[src/wsm_pkg.sv]
// Package for the Walsh sequency mask row generator.
// Holds shared widths, the configuration register indexes, the row request type
// and the bit-reversal helper. It depends on nothing else.
package wsm_pkg;

    // Fixed field widths.
    localparam int IDX_W      = 16;
    localparam int PIX_W      = 64;
    localparam int ROW_W      = 6;
    localparam int LOG_W      = 3;
    localparam int CFG_IDX_W  = 1;
    localparam int DEF_MAX_SIDE = 64;

    // Configuration register indexes.
    localparam logic [CFG_IDX_W-1:0] CFG_WIDTH_LOG2  = 1'd0;
    localparam logic [CFG_IDX_W-1:0] CFG_HEIGHT_LOG2 = 1'd1;

    // One row request handed to the pixel logic.
    typedef struct packed {
        logic [ROW_W-1:0] revx;
        logic [ROW_W-1:0] revy;
        logic [LOG_W-1:0] bx;
        logic [ROW_W-1:0] row;
    } t_row_req;

    // Reverses the low n bits of v; bits at and above n read 0.
    function automatic logic [ROW_W-1:0] rev_low(input logic [ROW_W-1:0] v,
                                                 input logic [LOG_W-1:0] n);
        logic [ROW_W-1:0] r;
        r = '0;
        for (int i = 0; i < ROW_W; i++) begin
            if (LOG_W'(i) < n) begin
                r[i] = v[LOG_W'(n - LOG_W'(i) - LOG_W'(1))];
            end
        end
        return r;
    endfunction

endpackage

[src/walsh_sequency_mask_rows_unit.sv]
// Top level of the Walsh sequency mask row generator.
// Depends on wsm_pkg and wsm_row_pixels.
//
// Channel   Direction  Handshake                  Payload
// in        input      i_in_valid / o_in_ready    i_pattern_index
// out       output     o_out_valid / i_out_ready  o_row_pixels, o_row_number, o_last_row
// cfg       input      i_cfg_valid / o_cfg_ready  i_cfg_index, i_cfg_data
//
// Each pattern index yields 2^height_log2 rows, the log saturated to the maximum
// side, one row per cycle from the row counter while the output side moves; a new
// index is taken in the cycle its last row moves into the output register. The
// result register holds the row under stall; the row counter stops with it.
// Reset is synchronous, active low, and restores both size registers to 6.
module walsh_sequency_mask_rows_unit
    import wsm_pkg::*;
#(
    parameter int MAX_SIDE = DEF_MAX_SIDE
)(
    input  logic                  i_clk,
    input  logic                  i_rst_n,
    input  logic                  i_in_valid,
    output logic                  o_in_ready,
    input  logic [IDX_W-1:0]      i_pattern_index,
    output logic                  o_out_valid,
    input  logic                  i_out_ready,
    output logic [PIX_W-1:0]      o_row_pixels,
    output logic [ROW_W-1:0]      o_row_number,
    output logic                  o_last_row,
    input  logic                  i_cfg_valid,
    output logic                  o_cfg_ready,
    input  logic [CFG_IDX_W-1:0]  i_cfg_index,
    input  logic [LOG_W-1:0]      i_cfg_data
);

    localparam int LOG_RAW = $clog2(MAX_SIDE);
    localparam int LOG_LIM = (LOG_RAW > 6) ? 6 : LOG_RAW;

    // Configuration registers.
    logic [LOG_W-1:0] r_width_log2, r_height_log2;
    // Row generator state.
    logic             r_busy;
    logic [ROW_W-1:0] r_revx, r_revy, r_row;
    logic [LOG_W-1:0] r_bx, r_by;
    // Output register.
    logic             r_out_valid, r_last;
    logic [PIX_W-1:0] r_pixels;
    logic [ROW_W-1:0] r_rownum;

    logic             out_load, row_adv, gen_last, in_acc;
    logic [LOG_W-1:0] bx, by;
    logic [ROW_W-1:0] sx, gx, gy, n_revx, n_revy, h_m1;
    logic [IDX_W-1:0] sy;
    logic [PIX_W-1:0] row_pix;
    t_row_req         req;

    // Configuration writes are always taken.
    assign o_cfg_ready = 1'b1;

    always_ff @(posedge i_clk) begin
        if (!i_rst_n) begin
            r_width_log2  <= 3'd6;
            r_height_log2 <= 3'd6;
        end else if (i_cfg_valid) begin
            case (i_cfg_index)
                CFG_WIDTH_LOG2:  r_width_log2  <= i_cfg_data;
                CFG_HEIGHT_LOG2: r_height_log2 <= i_cfg_data;
                default: ;
            endcase
        end
    end

    // Saturate the sizes to what the maximum side allows.
    assign bx = (r_width_log2  > LOG_W'(LOG_LIM)) ? LOG_W'(LOG_LIM) : r_width_log2;
    assign by = (r_height_log2 > LOG_W'(LOG_LIM)) ? LOG_W'(LOG_LIM) : r_height_log2;

    // Split the index, Gray-code each part and reverse it over its side.
    assign sx     = i_pattern_index[ROW_W-1:0] & ROW_W'((7'd1 << bx) - 7'd1);
    assign gx     = sx ^ (sx >> 1);
    assign sy     = i_pattern_index >> bx;
    assign gy     = sy[ROW_W-1:0] ^ sy[ROW_W:1];
    assign n_revx = rev_low(gx, bx);
    assign n_revy = rev_low(gy, by);

    // Handshake control.
    assign out_load   = !r_out_valid || i_out_ready;
    assign row_adv    = r_busy && out_load;
    assign h_m1       = ROW_W'((7'd1 << r_by) - 7'd1);
    assign gen_last   = (r_row == h_m1);
    assign o_in_ready = !r_busy || (row_adv && gen_last);
    assign in_acc     = i_in_valid && o_in_ready;

    // Row generator: one row per cycle while the output side moves.
    always_ff @(posedge i_clk) begin
        if (!i_rst_n) begin
            r_busy <= 1'b0;
        end else if (in_acc) begin
            r_busy <= 1'b1;
        end else if (row_adv && gen_last) begin
            r_busy <= 1'b0;
        end
    end

    always_ff @(posedge i_clk) begin
        if (in_acc) begin
            r_revx <= n_revx;
            r_revy <= n_revy;
            r_bx   <= bx;
            r_by   <= by;
            r_row  <= '0;
        end else if (row_adv) begin
            r_row <= r_row + ROW_W'(1);
        end
    end

    // Pixels of the current row.
    assign req.revx = r_revx;
    assign req.revy = r_revy;
    assign req.bx   = r_bx;
    assign req.row  = r_row;

    wsm_row_pixels u_row_pixels (
        .i_req    (req),
        .o_pixels (row_pix)
    );

    // Output register parts the generator from the result side.
    always_ff @(posedge i_clk) begin
        if (!i_rst_n) begin
            r_out_valid <= 1'b0;
        end else if (out_load) begin
            r_out_valid <= r_busy;
        end
    end

    always_ff @(posedge i_clk) begin
        if (row_adv) begin
            r_pixels <= row_pix;
            r_rownum <= r_row;
            r_last   <= gen_last;
        end
    end

    assign o_out_valid  = r_out_valid;
    assign o_row_pixels = r_pixels;
    assign o_row_number = r_rownum;
    assign o_last_row   = r_last;

    // A taken index keeps the generator busy in the next cycle.
    a_busy_after_accept: assert property (@(posedge i_clk) disable iff (!i_rst_n)
        in_acc |=> r_busy)
        else $error("generator idle after an accepted transaction");

    // Rows of one mask follow without a gap once a non-final row is taken.
    a_rows_contiguous: assert property (@(posedge i_clk) disable iff (!i_rst_n)
        (r_out_valid && !r_last && i_out_ready) |=> r_out_valid)
        else $error("gap inside a mask");

    // The row counter steps by one between rows of the same mask.
    a_row_step: assert property (@(posedge i_clk) disable iff (!i_rst_n)
        (row_adv && !gen_last) |=> (r_row == $past(r_row) + ROW_W'(1)))
        else $error("row counter skipped");

    // No new index is taken while rows of the current mask remain.
    a_no_early_accept: assert property (@(posedge i_clk) disable iff (!i_rst_n)
        (r_busy && !gen_last) |-> !o_in_ready)
        else $error("index accepted before the mask finished");

endmodule

[src/wsm_row_pixels.sv]
// Pixel logic for one mask row of the Walsh sequency mask row generator.
// Depends on wsm_pkg for the row request type and widths.
module wsm_row_pixels
    import wsm_pkg::*;
(
    input  t_row_req           i_req,
    output logic [PIX_W-1:0]   o_pixels
);

    logic       row_par;
    logic [6:0] width_px;

    // Row parity is shared by every pixel of the row.
    assign row_par  = ^(i_req.revy & i_req.row);
    assign width_px = 7'd1 << i_req.bx;

    // Each pixel within the width is on when the column parity matches the row parity; pixels beyond it are off.
    always_comb begin
        for (int x = 0; x < PIX_W; x++) begin
            if (7'(x) < width_px) begin
                o_pixels[x] = ~((^(i_req.revx & ROW_W'(x))) ^ row_par);
            end else begin
                o_pixels[x] = 1'b0;
            end
        end
    end

endmodule

[config.mk]
export PLATFORM = sky130hd
export DESIGN_NAME = walsh_sequency_mask_rows_unit
export DESIGN_NICKNAME = d
export VERILOG_FILES = /design/src/wsm_pkg.sv /design/src/walsh_sequency_mask_rows_unit.sv /design/src/wsm_row_pixels.sv
export SDC_FILE = /design/constraint.sdc
export NUM_CORES = 1
export LEC_CHECK = 0
export BUFFER_PORTS_ARGS = -buffer_cell sky130_fd_sc_hd__buf_2
export CELL_PAD_IN_SITES_DETAIL_PLACEMENT = 1
export CELL_PAD_IN_SITES_GLOBAL_PLACEMENT = 2
export CORE_ASPECT_RATIO = 1.1
export CORE_MARGIN = 3
export CORE_UTILIZATION = 27
export DETAILED_ROUTE_END_ITERATION = 10
export GPL_TIMING_DRIVEN = 1
export PLACE_DENSITY = 0.73
export SLEW_MARGIN = 20
export SYNTH_ARGS = -nofsm -noshare
export SYNTH_HDL_FRONTEND = slang
export SYNTH_HIERARCHICAL = 1
export SYNTH_SLANG_ARGS = --single-unit
[constraint.sdc]
create_clock -name i_clk -period 10.1 [get_ports i_clk]
set_input_delay 1.01 -clock i_clk [delete_from_list [all_inputs] [get_ports i_clk]]
set_output_delay 1.01 -clock i_clk [all_outputs]
set_load 0.1 [all_outputs]
==> summary.txt, run 1 <==
Run status
  • Status: complete, no violations

Floorplan
  • Initial Util: 0.277
  • Chip width: 153 µm
  • # rows: between 50 and 60
  • Core area: between 20000 and 25000 µm²
  • Chip height: between 150 and 200 µm
  • Number of I/O pins: 99
  • Die Area: roughly 26000 µm²

STA
  • Skew final: roughly 10 ps
  • Fmax: 235 MHz
  • RSZ-0062 raised after global routing: false
  • Setup violators final: 0
  • Fin crit share: 0.421
  • Final Hold Viols: 0
  • Final Max Slew Viols: 0
  • Minimum clock period: roughly 4300 ps
  • Worst-Margin Slew: a little over 900 ps
  • Setup TNS: 0 ps
  • Hold Slack: about 530 ps
  • Slew Limit Headroom: 0.376

Clock tree
  • Clk slew on worst S/H paths: 70 ps
  • Cts bufs inserted: 9
  • CTS tree: yes
  • # H-tree levels: 3
  • Setup bufs post-CTS: 0
  • # clock sinks: just over 100
  • PostCTS Resize Cnt: 0
  • Clock Tree Buf Depth: 2
  • Skew-Pair Late Insertion Delay: 350 ps
  • Hold Buf Count CTS: 0
  • Clock root buffer: clkbuf_16

Place
  • DP HPWL: around 11000 µm
  • Gp weighted congestion: ~0.81
  • Cells after DPL: ~930
  • Port Buffers: between 90 and 100

Setup path
  • CP Launch Point: r_width_log2[1]
  • CP cell instances: ha_1 -> nor2_2 -> inv_1 -> ha_1 -> nor3b_1 -> xnor2_1 -> a31oi_1 -> xnor2_1 -> o21ai_0 -> o2111ai_1 -> o21ai_0
  • Largest fanout on the critical path: 23
  • Worst path arrival time: about 4300 ps
  • Buf/Inv on CP: 1
  • Crit path kind: flip-flop to flip-flop
  • R2R Path Start: r_width_log2[1]
  • Critical path required time: 10190 ps
  • Slowest CP cell: dfxtp_1
  • Worst path top cell family by delay: adder cells
  • Critical Path Sink Type: flip-flop
  • CP startpoint kind: flip-flop
  • Crit-path max cell delay: 930 ps

Routing
  • Vias: approximately 4.3k
  • DRT Pass-1 Iters: 4
  • First DRT Iteration DRCs: roughly 140
  • Detail Route Antenna Nets: 0
  • WL met3: 510 µm
  • Metal2 WL: about 7300 µm
  • DR WL/cell: between 15 and 20 µm
  • Uppermost layer routed: met4
  • Final wirelength: between 10000 and 15000 µm
  • Metal-1 WL: around 6600 µm
  • Vias per cell: approximately 4.6
  • Post-route DRC: 0

Cells and area
  • Most common cell after layout, fill and taps aside: buf_2
  • Most frequent cells in the layout: buf_2, edfxtp_1, nor2_1
  • Area growth syn-to-layout: 14.6%
  • Antenna diodes: 0
  • Final cell count without fillers: approximately 950
  • Area of the multi-input gates: between 3000 and 4000 µm²
  • # fillers: 2616
  • Register area: approximately 3000 µm²
  • Final #Nets: 680
  • Share of layout cells above drive strength 1: 0.217

Global routing
  • Antenna violations before repair: 0
  • Vias in the first global route: approximately 4.4k
  • Global-route usage over all layers: 0.114
  • First-pass GRT wire length: between 20000 and 25000 µm
  • Largest net degree at the start of global routing: 77
  • Overflow after GRT: 0

Yosys
  • Synth Cell Area: 6400 µm²
  • Post-synth top flop: edfxtp_1
  • Number of enable flip-flop cells after synthesis: 89
  • Syn nets: about 600
  • Share of synthesized registers carrying an async set or reset: 0
  • Gate Count Post-Synth: between 500 and 600
  • Synth Register Bits: slightly above 100
  • Synth cell types: between 60 and 70
  • Synth Warn #: 6
  • Syn_area_per_cell: ~11 µm²
  • Sequential share of the synthesized area: 0.461

Run
  • Max Cap Violations: 0

Hold path
  • HP Start: r_busy
  • Worst min-delay path class: flip-flop to flip-flop

Power
  • Leakage: around 2.9 nW
  • VDD IR max: 0.0708 mV
  • Power per Cell Area: about 220 nW/µm²
-- worst register-to-register path, cell delays in order, from the launching register on --
cell	delay (ps)
dfxtp_1	930
ha_1	920
nor2_2	180
inv_1	260
ha_1	180
nor3b_1	230
xnor2_1	260
a31oi_1	180
xnor2_1	360
o21ai_0	140
o2111ai_1	230
o21ai_0	120
-- Yosys cell counts, drive strengths merged (3+ instances only) --
cell type   n  area, µm²
a21boi      4       33.8
a21oi       8       40.0
a22oi       4       30.0
a31oi       5       31.3
a32oi       7       61.3
and2        9       56.3
buf        23        195
clkbuf     10       38.8
dfxtp      14        280
edfxtp     89       2670
ha         15        188
inv        17       63.8
mux2        4       45.0
mux2i      26        260
nand2      35        134
nand2b      8       57.6
nand3      10       50.1
nand3b      3       22.5
nand4       5       31.3
nor2       78        298
nor2b       6       37.5
nor3        9       55.1
nor3b       5       42.5
o21ai      19       95.1
o22ai       4       25.0
o31ai       4       30.0
or3         3       18.8
xnor2      59        588
xnor3       8        180
xor2       40        384
-- sequential cells by signal, summed over array words and instances (netlist names) --
register       cells
r_row              6
r_height_log2      3
r_width_log2       3
r_bx               3
o_row_number       6
r_revy             6
o_last_row         1
o_row_pixels      64
r_by               3
o_out_valid        1
r_revx             6
r_busy             1
-- cell families (layout without fill, tap and decap cells) --
| family | count (synthesis) | in the layout | synth area share |
|---|---|---|---|
| AND/OR/NAND/NOR | 176 | 176 | 0.131 |
| XOR/XNOR | 109 | 109 | 0.187 |
| flip-flops | 103 | 103 | 0.461 |
| AO/OA/AOI/OAI | 78 | 78 | 0.0934 |
| buffers and inverters | 51 | 133 | 0.0491 |
| multiplexers | 30 | 30 | 0.0477 |
| adder cells (fa/ha/maj) | 15 | 15 | 0.0293 |
| other | 1 | 1 | 0.000586 |
-- where the power goes --
part / internal, mW / total (mW) / switching, mW
registers: 0.541 / 0.573 / 0.0321
logic: 0.188 / 0.675 / 0.486
clock network: 0.193 / 0.344 / 0.151
-- layer usage --
layer	track usage	up-vias
met4	0.0256	0
met3	0.0225	6
li1	-	2137
met1	0.143	2066
met2	0.203	91
met5	0	-
-- final timing paths --
kind / endpoint / depth (start not counted) / slack, ps
setup / recovery: r_revx[2] / 11 / 5850
hold / removal: o_out_valid / 2 / 530
setup reg to reg: r_revx[2] / 11 / 5850
hold reg to reg: o_out_valid / 2 / 530
-- metrics by stage --
step                 util  power [mW]  setup WS, ps  area, µm²
floorplan               -        1.17          5860       6400
global placement    0.305        1.25          6040       7050
detailed placement  0.305        1.26          5930       7050
CTS                 0.318        1.61          5880       7340
global route        0.318        1.67          5370       7340
finish              0.318        1.59          5850       7340
-- cell type report --
type,instances,area share
Clock inverter,5,0.00767
Sequential cell,103,0.402
Multi-Input combinational cell,409,0.427
Inverter,18,0.0109
Clock buffer,11,0.0317
Tap cell,300,0.0512
Timing Repair Buffer,99,0.0689
Power figures use the tool's default switching activity.
==> run 2, diff against run 1 <==
--- a/config.mk
+++ b/config.mk
@@ -5,6 +5,7 @@
 export SDC_FILE = /design/constraint.sdc
 export NUM_CORES = 1
 export LEC_CHECK = 0
+export ABC_AREA = 1
 export BUFFER_PORTS_ARGS = -buffer_cell sky130_fd_sc_hd__buf_2
 export CELL_PAD_IN_SITES_DETAIL_PLACEMENT = 1
 export CELL_PAD_IN_SITES_GLOBAL_PLACEMENT = 2
@@ -13,7 +14,7 @@
 export CORE_UTILIZATION = 27
 export DETAILED_ROUTE_END_ITERATION = 10
 export GPL_TIMING_DRIVEN = 1
-export PLACE_DENSITY = 0.73
+export PLACE_DENSITY = 0.79
 export SLEW_MARGIN = 20
 export SYNTH_ARGS = -nofsm -noshare
 export SYNTH_HDL_FRONTEND = slang
==> constraint.sdc (replaced) <==
create_clock -name i_clk -period 4.1 [get_ports i_clk]
set_input_delay 0.41 -clock i_clk [delete_from_list [all_inputs] [get_ports i_clk]]
set_output_delay 0.41 -clock i_clk [all_outputs]
set_load 0.1 [all_outputs]
==> summary.txt, run 2 <==
Run status
  • Status: complete, no violations

Floorplan
  • Die Area: 28100 µm² (+9.7%)
  • Chip width: 160 µm (+4.7%)
  • # rows: 61 (+5.2%)
  • Number of I/O pins: 99 (unchanged)
  • Core area: 25500 µm² (+10%)
  • Initial Util: 0.276 (-0.000949)
  • Chip height: 175 µm (+4.7%)

Routing
  • Final wirelength: 19000 µm (+31%)
  • Vias per cell: 4.42 (-2.9%)
  • DRT Pass-1 Iters: 4 (unchanged)
  • Vias: 5953 (+38%)
  • Detail Route Antenna Nets: 0 (unchanged)
  • Post-route DRC: 0 (unchanged)
  • First DRT Iteration DRCs: 202 (+50%)
  • DR WL/cell: 14.1 µm (-8.4%)

STA
  • Hold Slack: 314 ps (-219 ps)
  • Final Max Slew Viols: 0 (unchanged)
  • Fin crit share: 0.717 (+0.296)
  • Setup violators final: 0 (unchanged)
  • Fmax: 340 MHz (+45%)
  • Setup TNS: 0 ps (unchanged)
  • Skew final: 7.76 ps (-2.58 ps)
  • Slew Limit Headroom: 0.350 (-0.0266)
  • RSZ-0062 raised after global routing: false
  • Worst-Margin Slew: 975 ps (+39.9 ps)
  • Final Hold Viols: 0 (unchanged)
  • Minimum clock period: 2940 ps (-1310 ps)
  • Final WS setup: 1160 ps (-4690 ps)

Global routing
  • Antenna violations before repair: 0 (unchanged)
  • First-pass GRT wire length: 30600 µm (+29%)
  • Vias in the first global route: 5865 (+32%)
  • Overflow after GRT: 0 (unchanged)
  • Largest net degree at the start of global routing: 74 (-3.9%)
  • Global-route usage over all layers: 0.134 (+0.0201)

Setup path
  • Slowest CP cell: dfxtp_1
  • Worst path top cell family by delay: simple AND/OR/NAND/NOR gates
  • Crit-path max cell delay: 520 ps (-410 ps)
  • Critical Path Sink Type: flip-flop
  • Critical path required time: 4210 ps (-5980 ps)
  • Worst path arrival time: 3050 ps (-1290 ps)
  • Stages on worst setup path: 12 (+1)
  • Buf/Inv on CP: 1 (unchanged)
  • CP cell instances: ha_1 -> nand2_4 -> nand2_4 -> ha_1 -> nand2_1 -> nand2_1 -> nand3_1 -> xor2_1 -> o21ai_0 -> o21ai_0 -> o211ai_1 -> inv_1
  • Worst reg2reg path depth: 12 (+1)
  • Crit path kind: flip-flop to flip-flop
  • CP startpoint kind: flip-flop
  • Largest fanout on the critical path: 26 (+13%)

Yosys
  • Post-synth top flop: edfxtp_1
  • Synth Register Bits: 103 (unchanged)
  • Sequential share of the synthesized area: 0.419 (-0.0423)
  • Synth Warn #: 6 (unchanged)
  • Synth Cell Area: 7050 µm² (+10%)
  • Most frequent cell after synthesis: nand2_1
  • Area contributors post-synth: edfxtp_1, nand2_1, nor2_1
  • Top cells by count, synth: nand2_1, nor2_1, edfxtp_1
  • Cell accounting for the most synthesized area: edfxtp_1
  • Gate Count Post-Synth: 918 (+63%)
  • Syn nets: 958 (+59%)
  • Top cell type's share of synthesized area: 0.379 (-0.0383)
  • Share of synthesized registers carrying an async set or reset: 0 (unchanged)
  • Synth cell types: 39 (-43%)
  • Number of enable flip-flop cells after synthesis: 89 (unchanged)
  • Syn_area_per_cell: 7.68 µm² (-32%)

Clock tree
  • Setup bufs post-CTS: 0 (unchanged)
  • # clock sinks: 103 (unchanged)
  • PostCTS Resize Cnt: 0 (unchanged)
  • Skew-Pair Late Insertion Delay: 360 ps (about the same)
  • CTS tree: yes
  • Cts bufs inserted: 9 (unchanged)
  • Clock Tree Buf Depth: 2 (unchanged)
  • Clk slew on worst S/H paths: 70 ps (about the same)
  • Clock root buffer: clkbuf_16
  • Hold Buf Count CTS: 0 (unchanged)
  • # H-tree levels: 3 (unchanged)

Run
  • Max Cap Violations: 0 (unchanged)

Power
  • Power per Cell Area: 473 nW/µm² (+120%)
  • Final Power: 3.77 mW (+140%)
  • Leakage: 3.80 nW (+32%)
  • VDD IR max: 0.169 mV (+140%)

Hold path
  • Worst min-delay path class: input pin to flip-flop
  • Hold depth: 3 (+1)

Cells and area
  • Final #Nets: 1037 (+53%)
  • Most common cell after layout, fill and taps aside: nand2_1
  • Largest register FFs: 64 (unchanged)
  • Most frequent cells in the layout: nand2_1, nor2_1, buf_2
  • Final instance area: 7980 µm² (+8.7%)
  • Area growth syn-to-layout: 13.2%
  • Antenna diodes: 0 (unchanged)
  • # fillers: 3182 (+22%)
  • Share of layout cells above drive strength 1: 0.179 (-0.0384)

Place
  • Port Buffers: 95 (unchanged)
  • Gp weighted congestion: 0.804 (-0.56%)
  • DP Worst Slack: 1140 ps (-4790 ps)
  • DP HPWL: 14200 µm (+31%)
  • Area post-placement: 7690 µm² (+9.1%)
-- run 2: changes by cell type in the layout (fill, tap and decap cells not counted), sizes merged, moves of 15 or more --
cell,previous run,this run
nand2,35,343
nor2,78,145
xor2,40,25
mux2i,26,1
inv,19,83
nand3,10,84
xnor2,59,23
-- run 2: per-stage QoR --
| step | instances | utilization |
|---|---|---|
| 2_1_floorplan | 918 | - |
| 3_3_place_gp | 1332 | 0.302 |
| 3_5_place_dp | 1332 | 0.302 |
| 4_1_cts | 1348 | 0.313 |
| 5_1_grt | 1348 | 0.313 |
| 6_report | 1348 | 0.313 |
-- run 2: per-layer routing --
metal  part of all wire  global-route usage  wire length, µm
met3              0.038              0.0217              729
met5                  0                   0                0
met1               0.47               0.176             8880
met4              0.013              0.0351              250
met2               0.48               0.230             9130
-- run 2: cell families after synthesis --
family                   count (synthesis)  synth area share
AO/OA/AOI/OAI                           48            0.0392
XOR/XNOR                                48            0.0629
adder cells (fa/ha/maj)                 15            0.0266
buffers and inverters                  113            0.0882
flip-flops                             103             0.419
multiplexers                             1           0.00142
other                                    1          0.000532
AND/OR/NAND/NOR                        589             0.362
-- run 2: final timing paths --
check / from / endpoint / slack, ps
max: r_width_log2[1] / r_revx[5] / 1160
min: i_cfg_data[0] / r_width_log2[0] / 310
max reg2reg: r_width_log2[1] / r_revx[5] / 1160
min reg2reg: o_out_valid / o_out_valid / 490
-- run 2: layout make-up --
cell class	instances	area (µm²)	share of cell area
Tap cell	346	433	0.0543
Multi-Input combinational cell	702	3480	0.437
Clock buffer	9	225	0.0282
Sequential cell	103	2950	0.370
Clock inverter	7	55.1	0.00690
Timing Repair Buffer	101	520	0.0652
Inverter	80	308	0.0386
-- run 2: where the power goes --
group / switching (mW) / internal, mW / leakage (nW)
logic: 1.22 / 0.365 / 2.69
registers: 0.0685 / 1.29 / 0.969
clock network: 0.412 / 0.420 / 0.140
total: 1.70 / 2.08 / 3.80
-- run 2: worst min-delay path: stages --
cell	delay, ps
buf_2	80
inv_1	40
a21oi_1	100
